$ cat config.mk
export PLATFORM = sky130hd
export DESIGN_NAME = vmix_mac
export DESIGN_NICKNAME = d
export VERILOG_FILES = /design/src/design/vmix_pkg.sv /design/src/design/vmix_mac.sv
export SDC_FILE = /design/constraint.sdc
export NUM_CORES = 1
export LEC_CHECK = 0
export ABC_AREA = 1
export BUFFER_PORTS_ARGS = -buffer_cell sky130_fd_sc_hd__buf_2
export CAP_MARGIN = 20
export CORE_MARGIN = 2
export CORE_UTILIZATION = 59
export DETAILED_ROUTE_END_ITERATION = 12
export HOLD_SLACK_MARGIN = 0.02
export MAX_ROUTING_LAYER = met4
export PLACE_DENSITY = 0.8
export SYNTH_ARGS = -nofsm -noshare
export SYNTH_HDL_FRONTEND = slang
export SYNTH_SLANG_ARGS = --single-unit
$ cat constraint.sdc
create_clock -name clk -period 5.8 [get_ports clk]
set_input_delay 0.29 -clock clk [delete_from_list [all_inputs] [get_ports clk]]
set_output_delay 0.29 -clock clk [all_outputs]
set_load 0.1 [all_outputs]
$ cat src/design/vmix_pkg.sv
`timescale 1ns / 1ps

package vmix_pkg;

	// Default pool and wave table sizes
	localparam int DEFAULT_VOICE_COUNT = 15;
	localparam int DEFAULT_WAVE_SIZE   = 1024;

	// Fixed field widths
	localparam int OP_W       = 3;
	localparam int CHAN_W     = 4;
	localparam int KEY_W      = 7;
	localparam int VEL_W      = 7;
	localparam int WHEEL_W    = 14;
	localparam int WIDX_W     = 10;
	localparam int WAVE_W     = 16;
	localparam int STEP_W     = 26;
	localparam int SAMPLE_W   = 12;
	localparam int STEP_DEPTH = 128;

	// Bend multiplier table, Q1.16
	localparam int BEND_W     = 17;
	localparam int BEND_SEL_W = 6;
	localparam int BEND_DEPTH = 64;

	// Shared multiplier operands and product
	localparam int MUL_A_W = STEP_W + 1;
	localparam int MUL_B_W = BEND_W + 1;
	localparam int PROD_W  = MUL_A_W + MUL_B_W;

	// One weighted sample after the divide by 16 fits in this many bits
	localparam int TERM_W = WAVE_W + VEL_W + 1 - 4;

	// Output mapping
	localparam int MIX_SHIFT  = 10;
	localparam int MIX_OFFSET = 2048;
	localparam int SAMPLE_MAX = 4095;

	typedef enum logic [OP_W-1:0] {
		OP_TICK      = 3'd0,
		OP_NOTE_ON   = 3'd1,
		OP_NOTE_OFF  = 3'd2,
		OP_BEND      = 3'd3,
		OP_LOAD_WAVE = 3'd4,
		OP_LOAD_STEP = 3'd5
	} op_t;

	// Request into the shared multiply-accumulate unit
	typedef struct packed {
		logic signed [MUL_A_W-1:0] a;
		logic signed [MUL_B_W-1:0] b;
		logic                      clr;
		logic                      acc_en;
	} mac_req_t;

	localparam logic [BEND_W-1:0] BEND_Q16 [BEND_DEPTH] = '{
		17'd61858, 17'd61970, 17'd62081, 17'd62194, 17'd62306, 17'd62419, 17'd62531, 17'd62644,
		17'd62757, 17'd62871, 17'd62984, 17'd63098, 17'd63212, 17'd63326, 17'd63441, 17'd63556,
		17'd63670, 17'd63785, 17'd63901, 17'd64016, 17'd64132, 17'd64248, 17'd64364, 17'd64480,
		17'd64596, 17'd64713, 17'd64830, 17'd64947, 17'd65065, 17'd65182, 17'd65300, 17'd65418,
		17'd65536, 17'd65654, 17'd65773, 17'd65892, 17'd66011, 17'd66130, 17'd66250, 17'd66369,
		17'd66489, 17'd66609, 17'd66730, 17'd66850, 17'd66971, 17'd67092, 17'd67213, 17'd67335,
		17'd67456, 17'd67578, 17'd67700, 17'd67823, 17'd67945, 17'd68068, 17'd68191, 17'd68314,
		17'd68438, 17'd68561, 17'd68685, 17'd68809, 17'd68933, 17'd69058, 17'd69183, 17'd69308
	};

endpackage

$ cat src/design/vmix_mac.sv
`timescale 1ns / 1ps

module vmix_mac import vmix_pkg::*; #(
	parameter int ACC_W = TERM_W + $clog2(DEFAULT_VOICE_COUNT + 1)
) (
	input  logic                     clk,
	input  mac_req_t                 req,
	output logic signed [PROD_W-1:0] prod_s2,
	output logic signed [ACC_W-1:0]  acc_q
);

	// Multiply, then add the product divided by 16 (round down) into the mix
	always_ff @(posedge clk) begin
		prod_s2 <= req.a * req.b;
		if (req.clr) begin
			acc_q <= '0;
		end else if (req.acc_en) begin
			acc_q <= acc_q + $signed(prod_s2[ACC_W+3:4]);
		end
	end

endmodule

# Yosys cells after proc, flatten, opt, wreduce, memory -nomap -nowiden
# Cells that the tools add are included.
# Widths: inputs -> output; s select.
[word_totals] regBits=69 output_inout_bits=69
[op_classes] n_addsub=1 n_mul=1
[op_table] op="$mul 27x18->45" count=1
[op_table] op="$add 24x24->24" count=1

# Logic depth before layout (Yosys ltp)
# Gate-level depths: netlist (run 1).
[depth] depth_word=1 mapped_depth=28 mapped_depth_nobuf=26

# Least setup slack after synthesis (run 1)
# OpenSTA, ideal clock, no wires.
[synth_timing] kind="input port to flip-flop" start="in req[8] (netlist bit)" end="reg prod_s2[37]" setup_ps=112 arrival_ps=5500 setup_slack_ps=188 path_stages=22 n_path_buf=2 cell_sequence="clkbuf_1 clkbuf_1 nand2_1 fa_1 inv_1 fa_1 inv_1 fa_1 fa_1 inv_1 fa_1 inv_1 fa_1 inv_1 ha_1 a21oi_1 o21ai_0 o21bai_1 a21oi_1 nand2_1 nand2_1 nand2_1"
[synth_between] elab_chain_len=1
[synth_rtl] item="start: declaration" line_no="vmix_mac.sv:7" source="input mac_req_t req,"
[synth_rtl] item="$mul 27x18->45" line_no="vmix_mac.sv:14" source="prod_s2 <= req.a * req.b;"
[synth_rtl] item="end signal: assignment" line_no="vmix_mac.sv:14"
[synth_rtl] item="end: declaration" line_no="vmix_mac.sv:8" source="output logic signed [PROD_W-1:0] prod_s2,"
# Every way passes these cells.
# A chain may end at the register's enable or synchronous reset.

# Worst setup path in the final report (run 1)
[layout_timing] start="in req[7] (netlist bit)" end="reg prod_s2[23]"
# Same word-level chain as after synthesis.

==> impl_metrics.env, run 1 <==
export IMPL_maxSlewHeadroom_pct=48.96
export IMPL_slew_violations=0
export IMPL_grt_antenna_before_repair=0
export IMPL_place_gp_congestion=0.9994
export IMPL_hold_viol=0
export IMPL_die_x_um=195.4
export IMPL_track_usage_pct=33.99
export IMPL_dp_hpwl_mm=50.87
export IMPL_arrival_ns=5.88
export IMPL_grt_remaining_overflow=0
export IMPL_clock_fmax_mhz=177.8
export IMPL_cts_tree="done"
export IMPL_final_common_cell="inv_1"
export IMPL_htreeDepth=3
export IMPL_yosysTopAreaCell="fa_1"
export IMPL_rows=70
export IMPL_syn_area_mm2=0.02162
export IMPL_coreArea_mm2=0.03635
export IMPL_drt_drc_violations_left=0
export IMPL_skew_ns=0.008814
export IMPL_numCtsBuffers=9
export IMPL_drv_cap=0
export IMPL_hold_class="in2reg"
export IMPL_mostFrequentLayoutCells="879 x inv_1, 757 x nand2_1, 474 x fa_1"
export IMPL_setup_slack_ns=0.1762
export IMPL_clock_sinks=69
export IMPL_antennaDiodeCount=0
export IMPL_wl_per_cell_um=16.98
export IMPL_first_pass_iters=5
export IMPL_grt_pass1_vias=19740
export IMPL_clk_path_buf_depth=2
export IMPL_wl_mm=59.47
export IMPL_syn_inst=2900
export IMPL_synth_edf_count=0
export IMPL_antenna_left=0
export IMPL_ys_top_cells_by_area="fa_1 44%, inv_1 15%, nand2_1 13%"
export IMPL_fin_nets=3686
export IMPL_layout_drive_gt1_share_pct=9.193
export IMPL_clk_pin_slew_ns=0.06
export IMPL_synth_top_area_share_pct=43.89
export IMPL_drtIter0Drc=1147
export IMPL_crit_required_ns=6.06
export IMPL_min_period_ns=5.624
export IMPL_period_share_pct=96.96
export IMPL_cts_setup_buffers=0
export IMPL_ys_seq_area_share_pct=6.389
export IMPL_synth_nets=3556
export IMPL_clock_latency_ns=0.35
export IMPL_critical_path_class="in2reg"
export IMPL_place_ws_ns=-0.2028
export IMPL_worstMarginPinSlew_ns=0.7656
export IMPL_place_area_mm2=0.02335
export IMPL_cp_start_kind="primary input"
export IMPL_die_h_um=195.4
export IMPL_ioPinCount=117
export IMPL_hold_buffers=0
export IMPL_die_area_mm2=0.03819
export IMPL_grt_max_degree=41
export IMPL_status="complete, no violations"
export IMPL_end_kind="register"
export IMPL_via_per_inst=5.200
export IMPL_setup_viol=0
export IMPL_vias=18220
export IMPL_area_growth_syn_to_layout_pct=9.722
export IMPL_io_buffer_count=116
export IMPL_start_util_pct=59.48
export IMPL_syn_avg_cell_area_um2=7.455
export IMPL_ys_ff_latch=69
export IMPL_rsz0062_at_grt="no"
export IMPL_grt_pass1_wl_mm=98.65
export IMPL_path_max_fanout=19
export IMPL_root_buffer="clkbuf_16"
export IMPL_synth_cell_type_count=39
export IMPL_ys_flop_type="dfxtp_1"
export IMPL_final_cell_area_mm2=0.02372
export IMPL_async_reset_ff_share_pct=0
export IMPL_synth_warnings=0
area by class of cell:
type	count	area (µm²)
fill	3124	12620
inverter	880	3303
multi-input combinational	1838	16520
clock inverter	5	106.4
timing repair buffer	232	1577
tap	468	585.6
clock buffer	11	252.7
sequential	69	1381
flip-flops by register name, summed over array words and instances, names as in the netlist:
register and count:
acc_q 24, prod_s2 45
kinds of logic after synthesis:
| family | share of synthesized area (%) |
|---|---|
| fa+ha+maj | 51.64 |
| flops | 6.389 |
| xor+xnor | 1.701 |
| simple gates | 19.08 |
| compound gates | 3.947 |
| buf+inv | 17.24 |
metal layers:
metal	global-route usage, %	vias up	wire length, µm
met2	57.53	767	29070
met1	41.39	8843	23240
li1	-	8431	-
met3	5.181	175	4681
met4	12.75	0	2477
met5	-	-	0
synthesized netlist by cell type (5+ instances only):
library cell	n
nand3_1	58
dfxtp_1	69
nand4_1	21
clkbuf_1	109
nor2_1	161
fa_1	474
nand2_2	5
inv_1	879
xor2_1	30
ha_1	134
or2_2	7
nor3_1	8
nand2_1	757
a21oi_1	72
o21bai_1	8
xnor2_1	12
o21ai_0	50
timing repair:
action | in CTS | in global routing
gates resized for setup | 0 | 7
endpoints found under the hold margin | 0 | 0
setup endpoints to repair | 0 | 11
critical path, stage by stage:
cell     delay (ns)
buf_2          0.45
nand2_1        0.16
fa_1           0.52
fa_1           0.52
fa_1           0.51
inv_1          0.05
fa_1           0.53
fa_1           0.51
inv_1          0.05
fa_1           0.49
inv_1          0.05
ha_1           0.36
nand2_1        0.16
nor2_2         0.23
nand4_1        0.20
buf_4          0.19
nor2_1         0.23
nand2_1        0.09
nand3_1        0.10
xor2_1         0.18
final timing paths:
path / to / slack [ns] / start / cells after the start
max: prod_s2[23]$_DFF_P_ / 0.18 / req[7] / 20
max reg2reg: acc_q[16]$_SDFFE_PP0P_ / 3.35 / acc_q[0]$_SDFFE_PP0P_ / 15
min: prod_s2[0]$_DFF_P_ / 0.39 / req[20] / 4
min reg2reg: acc_q[0]$_SDFFE_PP0P_ / 0.50 / acc_q[0]$_SDFFE_PP0P_ / 2
stage by stage:
stage	utilization, %	instances	hold slack [ns]	setup TNS, ns
after detailed placement	64.23	3487	0.4929	-0.9981
after CTS	65.22	3503	0.3877	0
final	65.27	3503	0.3894	0
after global routing	65.27	3503	0.4291	0
after floorplan	-	2900	0.4495	0
after global placement	64.23	3487	0.4633	-0.9010
Power of run 1 is not shown: default switching activity piles up to over one toggle a cycle in this logic, so the estimate is an artifact.
==> inputs of run 2 (changes only) <==
--- a/config.mk
+++ b/config.mk
@@ -11,6 +11,7 @@
 export CORE_MARGIN = 2
 export CORE_UTILIZATION = 59
 export DETAILED_ROUTE_END_ITERATION = 12
+export GPL_TIMING_DRIVEN = 0
 export HOLD_SLACK_MARGIN = 0.02
 export MAX_ROUTING_LAYER = met4
 export PLACE_DENSITY = 0.8
==> impl_metrics.env, run 2 (synthesis results as in run 1) <==
export IMPL_status="complete, no violations"
export IMPL_io_buffer_count=71
export IMPL_min_period_ns=5.670
export IMPL_die_area_mm2=0.03819
export IMPL_mostFrequentLayoutCells="879 x inv_1, 756 x nand2_1, 472 x fa_1"
export IMPL_place_inst=3439
export IMPL_clk_pin_slew_ns=0.06
export IMPL_grt_pass1_vias=19160
export IMPL_clock_sinks=69
export IMPL_arrival_ns=5.90
export IMPL_largest_reg_flops=45
export IMPL_fill_cells=3253
export IMPL_grt_remaining_overflow=0
export IMPL_via_per_inst=5.326
export IMPL_final_common_cell="inv_1"
export IMPL_reg_largest_list="prod_s2 x45, acc_q x24"
export IMPL_die_x_um=195.4
export IMPL_first_pass_iters=5
export IMPL_rsz0062_at_grt="yes"
export IMPL_hold_path_depth=4
export IMPL_hold_class="in2reg"
export IMPL_cp_start_kind="primary input"
export IMPL_place_gp_congestion=0.9932
export IMPL_skew_ns=0.007023
export IMPL_grt_pass1_wl_mm=104.0
export IMPL_grt_antenna_before_repair=1
export IMPL_die_h_um=195.4
export IMPL_worstMarginPinSlew_ns=0.6970
export IMPL_grt_max_degree=14
export IMPL_maxSlewHeadroom_pct=53.53
export IMPL_drv_cap=0
export IMPL_area_growth_syn_to_layout_pct=7.378
export IMPL_dp_hpwl_mm=55.28
export IMPL_hold_buffers=0
export IMPL_vias=18420
export IMPL_setup_viol=0
export IMPL_reg2reg_depth=15
export IMPL_critical_path_class="in2reg"
export IMPL_drt_drc_violations_left=0
export IMPL_root_buffer="clkbuf_16"
export IMPL_rows=70
export IMPL_drtIter0Drc=1663
export IMPL_path_max_fanout=10
export IMPL_start_util_pct=59.48
export IMPL_cts_tree="done"
export IMPL_antenna_left=0
export IMPL_wl_mm=65.51
export IMPL_htreeDepth=3
export IMPL_slew_violations=0
export IMPL_clk_path_buf_depth=2
export IMPL_finalNonFillerCells=3459
export IMPL_crit_required_ns=6.03
export IMPL_multi_input_area_mm2=0.01659
export IMPL_wl_per_cell_um=18.94
export IMPL_hold_viol=0
export IMPL_period_share_pct=97.76
export IMPL_track_usage_pct=36.94
export IMPL_clock_fmax_mhz=176.4
export IMPL_fin_nets=3641
export IMPL_regArea_mm2=0.001381
export IMPL_end_kind="register"
export IMPL_ioPinCount=117
export IMPL_numCtsBuffers=9
export IMPL_clock_latency_ns=0.33
export IMPL_coreArea_mm2=0.03635
export IMPL_top_register="prod_s2"
export IMPL_layout_drive_gt1_share_pct=8.161
## run 2: changes by cell type in the layout (fill, tap and decap cells not counted), sizes merged
cell | previous run | this run
buf | 228 | 107
bufinv | 3 | 0
clkbuf | 15 | 90
clkinv | 2 | 3
clkinvlp | 1 | 2
diode | 0 | 1
inv | 879 | 881
## run 2: final cells by class
class                      instances  area share [%]
multi-input combinational       1838           71.45
inverter                         880           14.23
sequential                        69           5.950
buffer                           113           3.023
tap                              468           2.522
timing repair buffer              74           1.628
clock buffer                      10          0.9863
clock inverter                     6          0.1994
antenna                            1         0.01078
## run 2: timing repair
| action | 4_1_cts | 5_1_grt |
|---|---|---|
| cloned | 0 | 0 |
| pin swaps | 1 | 1 |
| gates resized for setup | 111 | 150 |
| buffers inserted | 0 | 3 |
| endpoints found under the setup margin | 31 | 25 |
## run 2: through the flow
stage               setup TNS [ns]  worst slack (ns)  utilization [%]  hold WS (ns)  area, µm²
floorplan                        0            0.1876                -        0.4495      21620
global placement            -30.61            -1.300            62.07        0.4729      22560
detailed placement          -32.48            -1.338            62.07        0.4897      22560
CTS                              0         0.0001927            63.30        0.2771      23010
global route              -0.04932          -0.01651            63.87        0.3126      23220
finish                           0            0.1297            63.87        0.2789      23220
## run 2: per-layer routing
metal / vias up / global-route usage [%] / wire, µm
li1: 8349 / - / -
met1: 9053 / 47.36 / 25670
met2: 858 / 59.99 / 30780
met3: 162 / 6.097 / 6355
met4: 0 / 12.69 / 2701
met5: - / - / 0
## run 2: final timing paths
kind	endpoint	start	slack, ns
setup / recovery	prod_s2[42]$_DFF_P_	req[19]	0.13
hold / removal	acc_q[5]$_SDFFE_PP0P_	req[1]	0.28
setup reg to reg	acc_q[16]$_SDFFE_PP0P_	acc_q[0]$_SDFFE_PP0P_	3.44
hold reg to reg	acc_q[0]$_SDFFE_PP0P_	acc_q[0]$_SDFFE_PP0P_	0.50
## run 2: worst max-delay path: stages
cell	delay [ns]
buf_2	0.09
clkinv_2	0.30
buf_4	0.36
nor2_1	0.15
fa_1	0.46
fa_1	0.49
fa_1	0.56
fa_1	0.44
fa_1	0.49
inv_1	0.05
fa_1	0.58
inv_1	0.06
ha_1	0.34
a21oi_1	0.27
o21ai_0	0.22
a21oi_1	0.33
nand2_1	0.10
nand2_1	0.11
nand3_1	0.07
nand2_1	0.06
nand2_1	0.05
Power of run 2 is left out for the same reason.
